--- src/design/adc_differential_averaging_sequencer_unit_macros.svh ---
// ----------------------------------------------------------------------------
// ADC differential averaging sequencer - assertion macros
// Concurrent assertion helpers used by the sequencer accumulate stage.
// ----------------------------------------------------------------------------
`ifndef ADC_DIFFERENTIAL_AVERAGING_SEQUENCER_UNIT_MACROS_SVH
`define ADC_DIFFERENTIAL_AVERAGING_SEQUENCER_UNIT_MACROS_SVH

`ifndef NO_ASSERTIONS

// Check a property on every rising edge outside reset.
`define ADAS_ASSERT(lbl, clk, rstn, prop, msg) \
    lbl: assert property (@(posedge clk) disable iff (!rstn) prop) else $error(msg);

// Check that a condition implies a consequence in the same cycle.
`define ADAS_ASSERT_IMP(lbl, clk, rstn, ante, cons, msg) \
    lbl: assert property (@(posedge clk) disable iff (!rstn) (ante) |-> (cons)) \
        else $error(msg);

// Check that a condition implies a consequence in the next cycle.
`define ADAS_ASSERT_NXT(lbl, clk, rstn, ante, cons, msg) \
    lbl: assert property (@(posedge clk) disable iff (!rstn) (ante) |=> (cons)) \
        else $error(msg);

`else

`define ADAS_ASSERT(lbl, clk, rstn, prop, msg)
`define ADAS_ASSERT_IMP(lbl, clk, rstn, ante, cons, msg)
`define ADAS_ASSERT_NXT(lbl, clk, rstn, ante, cons, msg)

`endif

`endif

--- src/design/adas_pkg.sv ---
// ----------------------------------------------------------------------------
// ADC differential averaging sequencer - package
// Shared codes, types and default sizes.
// ----------------------------------------------------------------------------
package adas_pkg;

    // Default configuration
    localparam int DEF_SAMPLES     = 4;
    localparam int DEF_SAMPLE_BITS = 10;

    // Fixed field widths
    localparam int OP_W         = 2;
    localparam int SAMPLE_W     = 10;
    localparam int VALUE_W      = 14;
    localparam int OFFSET_OUT_W = 10;
    localparam int S_DATA_W     = 16;
    localparam int M_DATA_W     = 16;

    // Headroom of the running sum over the sample width
    localparam int ACC_GUARD_W = 6;

    // Measurement scaling: multiply by 4 (shift), then divide by ScaleDen
    localparam int SCALE_SHIFT = 2;
    localparam int ScaleDen    = 5;

    typedef enum logic [OP_W-1:0] {
        OP_SAMPLE    = 2'd0,
        OP_START_ALT = 2'd1,
        OP_START_GAIN = 2'd2,
        OP_STOP      = 2'd3
    } op_t;

    typedef enum logic [5:0] {
        PH_IDLE      = 6'b000001,
        PH_ALT       = 6'b000010,
        PH_CAL_SKIP  = 6'b000100,
        PH_CAL       = 6'b001000,
        PH_MEAS_SKIP = 6'b010000,
        PH_MEAS      = 6'b100000
    } phase_t;

    // What a finished round sum stands for
    typedef enum logic [1:0] {
        RES_ALT  = 2'd0,
        RES_CAL  = 2'd1,
        RES_MEAS = 2'd2
    } res_mode_t;

endpackage

--- src/design/adas_accum.sv ---
// ----------------------------------------------------------------------------
// ADC differential averaging sequencer - accumulate stage
// Mode sequencing, sample counting and the running sum; hands finished
// round sums to the scaling pipeline.
// ----------------------------------------------------------------------------
`include "adc_differential_averaging_sequencer_unit_macros.svh"

module adas_accum import adas_pkg::*; #(
    parameter int SAMPLES     = DEF_SAMPLES,
    parameter int SAMPLE_BITS = DEF_SAMPLE_BITS,
    localparam int ACC_W      = SAMPLE_BITS + ACC_GUARD_W,
    localparam int CNT_W      = $clog2(SAMPLES + 1)
) (
    input  logic                          aclk,
    input  logic                          aresetn,
    input  logic                          s_valid,
    output logic                          s_ready,
    input  op_t                           s_op,
    input  logic [SAMPLE_W-1:0]           s_sample,
    input  logic                          p2_ready,
    input  logic                          ofs_wr,
    input  logic signed [SAMPLE_BITS-1:0] ofs_value,
    output logic                          p1_valid,
    output res_mode_t                     p1_mode,
    output logic signed [ACC_W-1:0]       p1_sum
);

    phase_t                  phase_reg, phase_next;
    logic [CNT_W-1:0]        count_reg, count_next, count_inc;
    logic signed [ACC_W-1:0] acc_reg, acc_next, acc_sum, term;
    logic signed [SAMPLE_BITS-1:0] ofs_reg;
    logic                    p1_valid_reg;
    res_mode_t               p1_mode_reg;
    logic signed [ACC_W-1:0] p1_sum_reg;

    logic [SAMPLE_BITS-1:0]  raw_b;
    logic signed [ACC_W-1:0] raw_u, raw_s, ofs_s;
    logic                    accept, emit;
    res_mode_t               emit_mode;

    assign s_ready = !p1_valid_reg || p2_ready;
    assign accept  = s_valid && s_ready;

    assign raw_b = SAMPLE_BITS'(s_sample);
    assign raw_u = ACC_W'(raw_b);
    assign raw_s = ACC_W'($signed(raw_b));
    assign ofs_s = ACC_W'(ofs_reg);

    // Term added by a sample in the current phase
    always_comb begin
        unique case (phase_reg)
            PH_ALT:  term = count_reg[0] ? raw_u : -raw_u;
            PH_CAL:  term = raw_s;
            PH_MEAS: term = raw_s - ofs_s;
            default: term = '0;
        endcase
    end

    assign acc_sum   = acc_reg + term;
    assign count_inc = count_reg + 1'b1;

    always_comb begin
        phase_next = phase_reg;
        count_next = count_reg;
        acc_next   = acc_reg;
        emit       = 1'b0;
        emit_mode  = RES_ALT;
        if (accept) begin
            unique case (s_op)
                OP_START_ALT: begin
                    phase_next = PH_ALT;
                    count_next = '0;
                    acc_next   = '0;
                end
                OP_START_GAIN: begin
                    phase_next = PH_CAL_SKIP;
                    count_next = '0;
                    acc_next   = '0;
                end
                OP_STOP: begin
                    phase_next = PH_IDLE;
                end
                OP_SAMPLE: begin
                    unique case (phase_reg)
                        PH_CAL_SKIP: begin
                            phase_next = PH_CAL;
                            count_next = '0;
                            acc_next   = '0;
                        end
                        PH_MEAS_SKIP: begin
                            phase_next = PH_MEAS;
                            count_next = '0;
                            acc_next   = '0;
                        end
                        PH_ALT, PH_CAL, PH_MEAS: begin
                            acc_next   = acc_sum;
                            count_next = count_inc;
                            if (count_inc == CNT_W'(SAMPLES)) begin
                                emit       = 1'b1;
                                count_next = '0;
                                priority if (phase_reg == PH_ALT) begin
                                    emit_mode = RES_ALT;
                                    acc_next  = '0;
                                end else if (phase_reg == PH_CAL) begin
                                    // keep the sum; the skip phase clears it
                                    emit_mode  = RES_CAL;
                                    phase_next = PH_MEAS_SKIP;
                                end else begin
                                    emit_mode = RES_MEAS;
                                    acc_next  = '0;
                                end
                            end
                        end
                        default: begin
                            // idle: drop the sample
                        end
                    endcase
                end
                default: begin
                end
            endcase
        end
    end

    always_ff @(posedge aclk) begin
        if (!aresetn) begin
            phase_reg    <= PH_IDLE;
            count_reg    <= '0;
            acc_reg      <= '0;
            ofs_reg      <= '0;
            p1_valid_reg <= 1'b0;
        end else begin
            phase_reg <= phase_next;
            count_reg <= count_next;
            acc_reg   <= acc_next;
            if (ofs_wr) begin
                ofs_reg <= ofs_value;
            end
            if (emit) begin
                p1_valid_reg <= 1'b1;
            end else if (p2_ready) begin
                p1_valid_reg <= 1'b0;
            end
        end
    end

    always_ff @(posedge aclk) begin
        if (emit) begin
            p1_mode_reg <= emit_mode;
            p1_sum_reg  <= acc_sum;
        end
    end

    assign p1_valid = p1_valid_reg;
    assign p1_mode  = p1_mode_reg;
    assign p1_sum   = p1_sum_reg;

    `ADAS_ASSERT(a_count_range, aclk, aresetn, (count_reg < CNT_W'(SAMPLES)), "round count overran")
    `ADAS_ASSERT_NXT(a_p1_hold, aclk, aresetn, p1_valid_reg && !p2_ready, p1_valid_reg && $stable(p1_sum_reg), "stalled round sum lost")
    `ADAS_ASSERT_IMP(a_ofs_phase, aclk, aresetn, ofs_wr, phase_reg != PH_MEAS, "offset written while measuring")

endmodule

--- src/design/adas_scale.sv ---
// ----------------------------------------------------------------------------
// ADC differential averaging sequencer - scaling pipeline
// Divides calibration and measurement round sums by the sample count, scales alternating
// sums by 4 and measurements by 4/5 with constant reciprocal multipliers; holds the result register.
// ----------------------------------------------------------------------------
module adas_scale import adas_pkg::*; #(
    parameter int SAMPLES     = DEF_SAMPLES,
    parameter int SAMPLE_BITS = DEF_SAMPLE_BITS,
    localparam int ACC_W      = SAMPLE_BITS + ACC_GUARD_W
) (
    input  logic                          aclk,
    input  logic                          aresetn,
    input  logic                          p1_valid,
    input  res_mode_t                     p1_mode,
    input  logic signed [ACC_W-1:0]       p1_sum,
    output logic                          p2_ready,
    output logic                          ofs_wr,
    output logic signed [SAMPLE_BITS-1:0] ofs_value,
    output logic                          m_valid,
    input  logic                          m_ready,
    output logic                          m_kind,
    output logic [VALUE_W-1:0]            m_value
);

    // floor(x / SAMPLES) = (x * M1) >> S1 for x < 2**ACC_W
    localparam int S1 = ACC_W + 4;
    localparam logic [S1:0] M1 =
        (S1+1)'(((longint'(1) << S1) + longint'(SAMPLES) - 1) / longint'(SAMPLES));
    // floor(x / 5) = (x * M5) >> S5 for x < 2**X_W
    localparam int X_W = ACC_W + SCALE_SHIFT;
    localparam int S5  = X_W + 3;
    localparam logic [S5:0] M5 =
        (S5+1)'(((longint'(1) << S5) + longint'(ScaleDen) - 1) / longint'(ScaleDen));

    logic [ACC_W-1:0]    mag1, a1, q1;
    logic [ACC_W+S1:0]   prod1;
    logic [VALUE_W-1:0]  val2;

    logic                p2_valid_reg;
    res_mode_t           p2_mode_reg;
    logic [ACC_W-1:0]    p2_mag_reg;
    logic                p2_neg_reg;
    logic [VALUE_W-1:0]  p2_value_reg;

    logic [X_W-1:0]      x3;
    logic [X_W+S5:0]     prod5;
    logic [ACC_W-1:0]    b3, r3;
    logic [VALUE_W-1:0]  val3;

    logic                out_valid_reg;
    logic                out_kind_reg;
    logic [VALUE_W-1:0]  out_value_reg;

    logic                out_ready, load2, load3;

    assign out_ready = !out_valid_reg || m_ready;
    assign p2_ready  = !p2_valid_reg || out_ready;
    assign load2     = p1_valid && p2_ready;
    assign load3     = p2_valid_reg && out_ready;

    // Stage 2: truncating signed divide by the sample count
    assign mag1  = p1_sum[ACC_W-1] ? ACC_W'(-p1_sum) : ACC_W'(p1_sum);
    assign prod1 = {{(S1+1){1'b0}}, mag1} * {{ACC_W{1'b0}}, M1};
    assign a1    = prod1[S1 +: ACC_W];
    assign q1    = p1_sum[ACC_W-1] ? -a1 : a1;

    always_comb begin
        unique case (p1_mode)
            RES_ALT: val2 = VALUE_W'({p1_sum, {SCALE_SHIFT{1'b0}}});
            RES_CAL: val2 = VALUE_W'(q1[OFFSET_OUT_W-1:0]);
            default: val2 = '0;
        endcase
    end

    assign ofs_wr    = load2 && (p1_mode == RES_CAL);
    assign ofs_value = q1[SAMPLE_BITS-1:0];

    // Stage 3: times 4, truncating divide by 5
    assign x3    = {p2_mag_reg, {SCALE_SHIFT{1'b0}}};
    assign prod5 = {{(S5+1){1'b0}}, x3} * {{X_W{1'b0}}, M5};
    assign b3    = prod5[S5 +: ACC_W];
    assign r3    = p2_neg_reg ? -b3 : b3;
    assign val3  = (p2_mode_reg == RES_MEAS) ? r3[VALUE_W-1:0] : p2_value_reg;

    always_ff @(posedge aclk) begin
        if (!aresetn) begin
            p2_valid_reg  <= 1'b0;
            out_valid_reg <= 1'b0;
        end else begin
            if (p2_ready) begin
                p2_valid_reg <= p1_valid;
            end
            if (out_ready) begin
                out_valid_reg <= p2_valid_reg;
            end
        end
    end

    always_ff @(posedge aclk) begin
        if (load2) begin
            p2_mode_reg  <= p1_mode;
            p2_mag_reg   <= a1;
            p2_neg_reg   <= p1_sum[ACC_W-1];
            p2_value_reg <= val2;
        end
        if (load3) begin
            out_kind_reg  <= (p2_mode_reg == RES_CAL);
            out_value_reg <= val3;
        end
    end

    assign m_valid = out_valid_reg;
    assign m_kind  = out_kind_reg;
    assign m_value = out_value_reg;

endmodule

--- src/design/adc_differential_averaging_sequencer_unit.sv ---
// ----------------------------------------------------------------------------
// ADC differential averaging sequencer
// Averages converter samples in alternating or gain mode and streams results.
// ----------------------------------------------------------------------------
// One transfer is taken every clock while the result side keeps up. Each
// transfer carries a command or a sample in s_tuser/s_tdata. Start commands
// pick alternating mode (reference/signal pairs, even samples negated, sum
// times 4) or gain mode (skip one sample, average SAMPLES samples into a
// calibration offset and report it with kind 1, skip one more, then average
// offset-corrected rounds forever, scaled by 4/5). Stop idles the block and
// keeps the offset. The transfer of a round's last sample loads the round sum
// register of the accumulate stage; from there the result passes through the
// divide-by-SAMPLES multiplier stage register and then through the 4/5
// multiplier into the output register, from which it is valid on m_tdata.
// Each stage holds when the next is full, so bubbles absorb stalls on the
// result side before input is held back.
// ----------------------------------------------------------------------------
module adc_differential_averaging_sequencer_unit import adas_pkg::*; #(
    parameter int SAMPLES     = DEF_SAMPLES,      // samples per round, 1..15
    parameter int SAMPLE_BITS = DEF_SAMPLE_BITS   // used sample width, 8..12
) (
    input  logic                aclk,
    input  logic                aresetn,
    input  logic                s_tvalid,
    output logic                s_tready,
    input  logic [S_DATA_W-1:0] s_tdata,   // [9:0] sample, [15:10] zero
    input  logic [OP_W-1:0]     s_tuser,   // [1:0] op
    output logic                m_tvalid,
    input  logic                m_tready,
    output logic [M_DATA_W-1:0] m_tdata,   // [13:0] value, [15:14] zero
    output logic [0:0]          m_tuser    // [0] kind
);

    localparam int ACC_W = SAMPLE_BITS + ACC_GUARD_W;

    // Round sum handed from the accumulate stage to the scaling pipeline
    logic                          p1_valid;
    res_mode_t                     p1_mode;
    logic signed [ACC_W-1:0]       p1_sum;
    logic                          p2_ready;

    // Calibration offset written back when the gain-mode round divides out
    logic                          ofs_wr;
    logic signed [SAMPLE_BITS-1:0] ofs_value;

    logic                          m_kind;
    logic [VALUE_W-1:0]            m_value;

    // Sequence the modes and accumulate one sample per transfer
    adas_accum #(
        .SAMPLES     (SAMPLES),
        .SAMPLE_BITS (SAMPLE_BITS)
    ) u_accum (
        .aclk      (aclk),
        .aresetn   (aresetn),
        .s_valid   (s_tvalid),
        .s_ready   (s_tready),
        .s_op      (op_t'(s_tuser)),
        .s_sample  (s_tdata[SAMPLE_W-1:0]),
        .p2_ready  (p2_ready),
        .ofs_wr    (ofs_wr),
        .ofs_value (ofs_value),
        .p1_valid  (p1_valid),
        .p1_mode   (p1_mode),
        .p1_sum    (p1_sum)
    );

    // Divide, scale and hold the result for the master side
    adas_scale #(
        .SAMPLES     (SAMPLES),
        .SAMPLE_BITS (SAMPLE_BITS)
    ) u_scale (
        .aclk      (aclk),
        .aresetn   (aresetn),
        .p1_valid  (p1_valid),
        .p1_mode   (p1_mode),
        .p1_sum    (p1_sum),
        .p2_ready  (p2_ready),
        .ofs_wr    (ofs_wr),
        .ofs_value (ofs_value),
        .m_valid   (m_tvalid),
        .m_ready   (m_tready),
        .m_kind    (m_kind),
        .m_value   (m_value)
    );

    // Pad the value to whole bytes
    assign m_tdata = M_DATA_W'(m_value);
    assign m_tuser = m_kind;

endmodule
--- config.mk ---
export PLATFORM = sky130hd
export DESIGN_NAME = adc_differential_averaging_sequencer_unit
export DESIGN_NICKNAME = d
export VERILOG_FILES = /design/src/design/adas_pkg.sv /design/src/design/adas_accum.sv /design/src/design/adas_scale.sv /design/src/design/adc_differential_averaging_sequencer_unit.sv
export VERILOG_INCLUDE_DIRS = /design/src /design/src/design
export SDC_FILE = /design/constraint.sdc
export NUM_CORES = 1
export LEC_CHECK = 0
export BUFFER_PORTS_ARGS = -buffer_cell sky130_fd_sc_hd__buf_2
export CAP_MARGIN = 40
export CORE_MARGIN = 2
export CORE_UTILIZATION = 60
export DETAILED_ROUTE_END_ITERATION = 10
export MAX_ROUTING_LAYER = met4
export PLACE_DENSITY = 0.78
export SLEW_MARGIN = 20
export SYNTH_ARGS = -nofsm -noshare
export SYNTH_HDL_FRONTEND = slang
export SYNTH_SLANG_ARGS = --single-unit
--- constraint.sdc ---
create_clock -name aclk -period 10.6 [get_ports aclk]
set_clock_uncertainty 0.2 [all_clocks]
set_input_delay 2.12 -clock aclk [delete_from_list [all_inputs] [get_ports aclk]]
set_output_delay 2.12 -clock aclk [all_outputs]
set_load 0.01 [all_outputs]
# After elaboration in Yosys (flattened, before gate mapping)
# Cells that the tools add are included.
# word_totals
regBits	102
in_bits	22
# op_classes
add_sub_neg	7
mul	1
eq_ne	17
n_mux	27
bitwise_logic	4
n_reduce_logical	20
# op_table
cell	n
$mux 16	5
$pmux 16 s2	2
$pmux 16 s3	1
$mul 14x19->33 const B	1
$mux 14	2
$pmux 14 s2	1
$pmux 6 s4	1
$mux 6	3
$pmux 6 s3	1
$add 16x16->16	1
$neg 10->16	1
$neg 16->16	1
$neg 14->14	1
$pmux 3 s2	2
$sub 10x10->11	1
$mux 10	1
$neg 10->10	1
$ne 3x2->1 const B	3
$eq 2x1->1 const B	3
$eq 2x2->1 const B	3
$eq 6x2->1 const B	1
$eq 6x3->1 const B	1
$eq 6x4->1 const B	1
$eq 6x5->1 const B	1
19 further kinds	37

# Longest topological paths before layout
# Gate-level depths: netlist (run 1).
# depth
word_depth	9
mapped_depth	25

# Modules after synthesis
# Synthesis (run 1) repeated with hierarchy kept, for this count alone.
# hier_totals
cells_unflattened	1124
area_unflattened_um2	10656.5
# by_module_without_submodules
mod	instances	cells_each	area_per_inst_um2
adas_scale	1	694	6839.1
adas_accum	1	427	3798.6
adc_differential_averaging_sequencer_unit	1	3	18.8

# Worst setup path before layout (run 1)
# No wires, ideal clock.
# synth_timing
kind	flip-flop to flip-flop
startpoint	register u_scale.p2_mag_reg[11]
endpoint	register u_scale.out_value_reg[7] (netlist: u_scale.m_value[7]), data pin
setup_time_ps	262
arrival_ps	5931
required_time_ps	10138
slack_ps	4206
stages_incl_launch_ff	20
n_path_buf	0
cell_sequence	edfxtp_1 fa_1 inv_1 fa_1 fa_1 fa_1 fa_1 inv_1 fa_1 ha_1 a21oi_1 o21ai_1 a311o_1 a221oi_4 o211a_1 a21o_4 nand3_2 o311a_1 a222oi_1 nand2_1
# synth_via
elab_chain_len	4
# synth_rtl
item	line_no	rtl
from (decl)	adas_scale.sv:41	logic [ACC_W-1:0] p2_mag_reg;
from (signal assigned)	adas_scale.sv:102	p2_mag_reg <= a1;
$mul 14x19->33 *	adas_scale.sv:80	assign prod5 = {{(S5+1){1'b0}}, x3} * {{X_W{1'b0}}, M5};
$neg 14->14	adas_scale.sv:82	assign r3 = p2_neg_reg ? -b3 : b3;
$mux 14 *	adas_scale.sv:82	
$mux 14 *	adas_scale.sv:83	assign val3 = (p2_mode_reg == RES_MEAS) ? r3[VALUE_W-1:0] : p2_value_reg;
net u_scale.val3[7]	adas_scale.sv:48	logic [VALUE_W-1:0] val3;
to (signal assigned)	adas_scale.sv:108	out_value_reg <= val3;
to (decl)	adas_scale.sv:52	logic [VALUE_W-1:0] out_value_reg;
# The timed path passes the listed nets; every way through them passes the cells marked *.
# A chain may end at the register's enable or synchronous reset.

# Final worst setup path (run 1)
# Ends and elaborated chain as after synthesis.

==> results of run 1 <==
routing by layer:
layer,track usage,up-vias
li1,-,3690
met1,0.305,3457
met2,0.414,105
met3,0.0287,16
met4,0.0474,0
met5,-,-
synth_stat cells, types with 10 or more instances:
master,count,share of area
o21ai_1,12,0.0059
nor3_1,32,0.016
a21oi_1,44,0.022
ha_1,137,0.17
fa_1,71,0.14
nand3_1,10,0.0049
nor2_1,59,0.022
nor2b_1,34,0.021
clkbuf_1,25,0.0092
and2_1,12,0.0074
o21ai_0,39,0.019
a22oi_1,16,0.012
nand2_1,71,0.026
inv_1,155,0.057
xor2_1,29,0.025
mux2i_1,11,0.011
xnor2_1,39,0.034
dfxtp_1,38,0.075
edfxtp_1,64,0.19
critical path, stage by stage, from the launching register on:
cell and delay (ps):
edfxtp_1 480, fa_1 560, inv_1 50, fa_1 460, fa_1 450, fa_1 490, inv_1 50, fa_1 500
inv_1 50, fa_1 490, inv_1 40, ha_1 230, a211oi_1 230, o211ai_1 120, a21oi_1 370, nand2_1 130
o311ai_1 620, and2_1 280, nand3_2 170, o311a_1 400, a222oi_1 300, nand2_1 110
power breakdown:
part / internal [mW] / switching, mW / leakage [nW]
clock: 0.214 / 0.143 / 0.160
sequential: 0.418 / 0.000884 / 0.923
combinational: 0.0137 / 0.0207 / 3.88
total: 0.645 / 0.164 / 4.96
cells by family (layout without fill, tap and decap cells):
kind of cell / after synthesis / count (layout) / share of synthesized area
other: 1 / 2 / 0.000369
adders and majority gates: 208 / 208 / 0.309
and+or+nand+nor: 273 / 273 / 0.141
xor gates and xnor gates: 70 / 70 / 0.0618
muxes: 11 / 11 / 0.0108
AOI/OAI and AO/OA: 205 / 205 / 0.144
DFF: 102 / 102 / 0.264
buffers and inverters: 187 / 209 / 0.0704
final timing paths:
check                                    endpoint  depth (start not counted)                        startpoint
setup / recovery     u_scale.m_value[7]$_DFFE_PP_                         21  u_scale.p2_mag_reg[11]$_DFFE_PP_
hold / removal    u_accum.ofs_reg[9]$_SDFFE_PN0P_                          1   u_accum.ofs_reg[9]$_SDFFE_PN0P_
setup reg to reg     u_scale.m_value[7]$_DFFE_PP_                         21  u_scale.p2_mag_reg[11]$_DFFE_PP_
hold reg to reg   u_accum.ofs_reg[9]$_SDFFE_PN0P_                          1   u_accum.ofs_reg[9]$_SDFFE_PN0P_
area by class of cell:
cell class	instances	area [µm²]	area share
clock buffers	11	243	0.0224
inverters	155	582	0.0537
well taps	220	275	0.0254
multi-input cells	769	6770	0.625
flip-flops and latches	102	2680	0.247
clock inverters	5	80.1	0.00739
repair buffers	38	206	0.0190
placed cells by master (no fill, tap or decap), drive strengths merged, types with 4 or more instances in the layout:
cell type / instances
or2: 5
edfxtp: 64
a21o: 10
a211oi: 6
a31oi: 4
and2: 12
a21boi: 9
nand4: 5
o21a: 4
fa: 71
inv: 157
o211ai: 4
dfxtp: 38
nand3: 11
nand2b: 7
nor2: 59
a22oi: 16
o21bai: 5
o211a: 6
o21ai: 52
xnor2: 39
mux2i: 11
o31ai: 10
nand2: 71
nor3b: 7
xor2: 31
and3: 6
clkbuf: 11
nor4: 5
a21oi: 45
or4: 5
buf: 38
ha: 137
nor3: 33
nor2b: 34
metrics by stage:
stage	area [µm²]	power (mW)	setup WS, ps	hold WS, ps
final	10800	0.810	3570	313
after global routing	10800	0.837	3270	322
after CTS	10800	0.816	3560	314
after detailed placement	10500	0.462	3580	291
after floorplan	10200	0.452	4210	224
after global placement	10500	0.461	3580	284
==> metrics.md, run 1 <==
| Metric | Value |
|---|---|
| Number of remaining DRC errors | 0 |
| Main synth FF type | edfxtp_1 |
| Ant diodes | 0 |
| Slack of the worst reg-to-reg path | 3570 ps |
| Layout cells sized above 1 | 0.0778 |
| Status | completed |
| Root Buffer | clkbuf_16 |
| F_max | 0.142 GHz |
| GRT overflow | 0 |
| Initial DRT Pass Iterations | 4 |
| Crit path arrival time | 6920 ps |
| Final HPWL from detailed placement | 16500 µm |
| Leak | 4.96 nW |
| Core region area | 16600 µm² |
| Final Hold Vio Count | 0 |
| Vias in the first global route | 7102 |
| Number of clock sinks | 102 |
| Routed wire length | 20300 µm |
| Number of buffers created by CTS | 9 |
| Unrepaired setup endpoints after global routing | no |
| Met3 wire len | 463 µm |
| Fill cells | 1328 |
| Fraction of registers with async set/reset | 0 |
| Placed Cells | 1284 |
| Area of the die | 18000 µm² |
| Max Slew Vio Count | 0 |
| Post-synth EDFFs | 64 |
| Area grow syn2layout | 6.67% |
| Synth warn | 0 |
| Pwr/cell area | 74.7 nW/µm² |
| Post-CTS Repair Setup Buffers | 0 |
| Fin crit share | 0.663 |
| DR vias | 7268 |
| Final layout net count | 1305 |
| Flops & latches, synth | 102 |
| I/O Buffers | 32 |
| WP data required | 10490 ps |
| Average wire per standard cell | 15.6 µm |
| Fin cells | 1300 |
| Final setup vio count | 0 |
| Top sig layer | met4 |
| Htree depth | 3 |
| Bufs on Longest Clock Path | 2 |
| Met1 wire length | 9200 µm |
| Height of the chip | 134 µm |
| VDD IR-drop max | 0.0000906 V |
| Post-layout util | 0.654 |
| Relative slew slack | 0.521 |
| Final TNS setup | 0 ps |
| Final min period | 7030 ps |
| GRT Overall Usage | 0.239 |
| Number of library cell types mapped by synthesis | 85 |
| Sequential share of the synthesized area | 0.264 |
| Synth Cell Area | 10200 µm² |
| Max-cap violations | 0 |
| Hold Buf Count CTS | 0 |
| CTS tree | done |
| Routed wl met2 | 10400 µm |
| Setup crit end kind | flop |
| First-pass GRT wire length | 33600 µm |
| Initial antenna violation count | 0 |
| Largest net degree at the start of global routing | 40 |
| Num rows | 47 |
| Post_cts resized | 0 |
| DR vias/cell | 5.59 |
| Setup CP Type | reg -> reg |
| DIE WIDTH | 134 µm |
| CP Launch Type | flop |
| Mean Syn Cell Area | 9.62 µm² |
| Clock Latency Late Sink | 350 ps |
| Clock-pin slew on the worst setup and hold paths | 70 ps |
| GP Congestion | 0.954 |
| Initial DRC Count | 277 |
| Ports | 41 |
| Cells after Synth | 1057 |
| Initial Utilization | 0.613 |
| Antenna-violating nets left | 0 |
| HP Class | reg -> reg |
| CP max FO | 6 |
| Worst-margin pin slew | 707 ps |
Note: power is estimated with default switching activity, not from simulation.
==> inputs of run 2 (changes only) <==
--- a/config.mk
+++ b/config.mk
@@ -9,10 +9,10 @@
 export BUFFER_PORTS_ARGS = -buffer_cell sky130_fd_sc_hd__buf_2
 export CAP_MARGIN = 40
 export CORE_MARGIN = 2
-export CORE_UTILIZATION = 60
+export CORE_UTILIZATION = 58
 export DETAILED_ROUTE_END_ITERATION = 10
 export MAX_ROUTING_LAYER = met4
-export PLACE_DENSITY = 0.78
+export PLACE_DENSITY = 0.79
 export SLEW_MARGIN = 20
 export SYNTH_ARGS = -nofsm -noshare
 export SYNTH_HDL_FRONTEND = slang
==> constraint.sdc (replaced) <==
create_clock -name aclk -period 6.1 [get_ports aclk]
set_clock_uncertainty 0.2 [all_clocks]
set_input_delay 1.22 -clock aclk [delete_from_list [all_inputs] [get_ports aclk]]
set_output_delay 1.22 -clock aclk [all_outputs]
set_load 0.01 [all_outputs]
==> metrics.md, run 2 (same netlist as run 1, synthesis figures left out) <==
| Metric | Value |
|---|---|
| Commonest cells after routing, fill and taps aside | inv_1 (148), ha_1 (132), buf_4 (113), fa_1 (69), nand2_1 (65) |
| HP Class | reg -> reg |
| Met3 Usage GRT | 0.0276 (-0.00113) |
| Unrepaired setup endpoints after global routing | yes |
| CP max stage delay | 540 ps (-80 ps) |
| Placed Cells | 1390 (+8.3%) |
| Worst-margin pin slew | 753 ps (+46.0 ps) |
| Average wire per standard cell | 15.6 µm (-0.17%) |
| Cell count of the worst reg-to-reg path | 25 (+19%) |
| Max-cap violations | 0 (unchanged) |
| Final setup vio count | 11 (+11) |
| CP max-delay cell | fa_1 |
| WP buf/inv | 8 (+4) |
| Num rows | 48 (+2.1%) |
| GRT Overall Usage | 0.249 (+0.0100) |
| Grt met1 use | 0.294 (-0.0107) |
| Layer with the highest usage | met2 |
| CP top delay family | adder cells |
| Worst Hold Slack | 304 ps (-8.76 ps) |
| Final Hold Vio Count | 0 (unchanged) |
| DR vias | 7917 (+8.9%) |
| Status | finished, violations left |
| Setup CP Type | reg -> reg |
| Ant diodes | 0 (unchanged) |
| Met2 Use GR | 0.441 (+0.0269) |
| Final min period | 6560 ps (-471 ps) |
| Area of the die | 18600 µm² (+3.3%) |
| Vias in the first global route | 7659 (+7.8%) |
| Height of the chip | 136 µm (+1.7%) |
| CP max FO | 4 (-2) |
| DIE WIDTH | 136 µm (+1.7%) |
| Number of buffers created by CTS | 9 (unchanged) |
| Hold Crit Depth | 1 (unchanged) |
| Setup crit end kind | flop |
| Clock Latency Late Sink | 360 ps (about the same) |
| I/O Buffers | 32 (unchanged) |
| Initial antenna violation count | 0 (unchanged) |
| Routed wire length | 22100 µm (+9.2%) |
| Final HPWL from detailed placement | 17300 µm (+4.6%) |
| F_max | 0.153 GHz (+7.2%) |
| Min-delay src | u_accum.ofs_reg[9]$_SDFFE_PN0P_ |
| Root Buffer | clkbuf_16 |
| Initial DRT Pass Iterations | 7 (+3) |
| Number of clock sinks | 102 (unchanged) |
| Failing checks | negative setup slack |
| Leak | 5.55 nW (+12%) |
| Ports | 41 (unchanged) |
| Relative slew slack | 0.497 (-0.0244) |
| CP Launch Type | flop |
| Core region area | 17200 µm² (+3.9%) |
| GRT overflow | 0 (unchanged) |
| Most used cell, CP | fa_1 |
| Worst Hold End | u_accum.ofs_reg[9]$_SDFFE_PN0P_ |
| Initial DRC Count | 356 (+29%) |
| Pwr/cell area | 113 nW/µm² (+51%) |
| Area grow syn2layout | 18.1% |
| CTS tree | done |
| Clock-pin slew on the worst setup and hold paths | 70 ps (about the same) |
| Beginning of the critical path | u_scale.p2_mag_reg[12]$_DFFE_PP_ |
| Crit path arrival time | 6450 ps (-470 ps) |
| Initial Utilization | 0.590 (-0.0232) |
| Antenna-violating nets left | 0 (unchanged) |
| Final layout net count | 1422 (+9.0%) |
| Fin crit share | 1.07 (+0.412) |
| Number of remaining DRC errors | 0 (unchanged) |
| DR vias/cell | 5.57 (-0.42%) |
| GP Congestion | 0.931 (-2.4%) |
| R2r endpoint | u_scale.m_value[7]$_DFFE_PP_ |
| Most common cell after layout, fill and taps aside | inv_1 |
| Layout cells sized above 1 | 0.203 (+0.125) |
| Largest net degree at the start of global routing | 40 (unchanged) |
| Launching point of the worst reg2reg path | u_scale.p2_mag_reg[12]$_DFFE_PP_ |
| First-pass GRT wire length | 35400 µm (+5.4%) |
| Slack of the worst reg-to-reg path | -460 ps (-4030 ps) |
| Fin cells | 1422 (+9.4%) |
| Setup ws final | -455 ps (-4030 ps) |
| Bufs on Longest Clock Path | 2 (unchanged) |
| Max Slew Vio Count | 0 (unchanged) |
| Htree depth | 3 (unchanged) |
| WP data required | 6000 ps (-4490 ps) |
| VDD IR-drop max | 0.000148 V (+63%) |
[run 2: cell count changes in the layout (fill, tap and decap cells not counted), sizes merged]
cell,before,now
inv,157,156
clkbuf,11,10
buf,38,155
bufinv,2,1
clkinv,1,4
[run 2: cell type report]
class / count / area, µm²
Inverter: 155 / 584
Multi-Input combinational cell: 769 / 7040
Clock inverter: 6 / 61.3
Timing Repair Buffer: 155 / 1120
Clock buffer: 10 / 229
Fill cell: 1263 / 5240
Tap cell: 225 / 282
Sequential cell: 102 / 2680
[run 2: routing by layer]
layer | vias up | wire length [µm] | share of wire
li1 | 3913 | - | -
met1 | 3824 | 9660 | 0.44
met2 | 142 | 11400 | 0.52
met3 | 38 | 530 | 0.024
met4 | 0 | 535 | 0.024
met5 | - | 0 | 0
[run 2: timing repair]
action,in CTS,in global routing
hold endpoints to repair,0,0
endpoints found under the setup margin,13,13
pin swaps,38,19
hold buffers,0,0
setup buffers,10,4
gates resized for setup,33,30
[run 2: worst max-delay path by stage]
stage	slack, ps	to	depth (start not counted)
after floorplan	-80	u_scale.m_value[7]$_DFFE_PP_	19
after global placement	-530	u_scale.m_value[13]$_DFFE_PP_	22
after detailed placement	-650	u_scale.m_value[7]$_DFFE_PP_	25
after CTS	-390	u_scale.m_value[7]$_DFFE_PP_	24
after global routing	-590	u_scale.m_value[7]$_DFFE_PP_	25
final	-460	u_scale.m_value[7]$_DFFE_PP_	25
[run 2: where the power goes]
group          total (mW)  internal [mW]  switching [mW]
logic              0.0603         0.0239          0.0363
registers           0.727          0.726         0.00161
clock network       0.566          0.317           0.248
total                1.35           1.07           0.286
[run 2: stage by stage]
step	worst slack, ps	util	power [mW]	cell area, µm²	setup TNS [ps]
after floorplan	-84.2	-	0.785	10200	-181
after global placement	-529	0.656	0.800	11300	-4250
after detailed placement	-651	0.657	0.802	11300	-5500
after CTS	-391	0.685	1.36	11800	-3530
after global routing	-589	0.696	1.39	12000	-5680
final	-455	0.696	1.35	12000	-3740
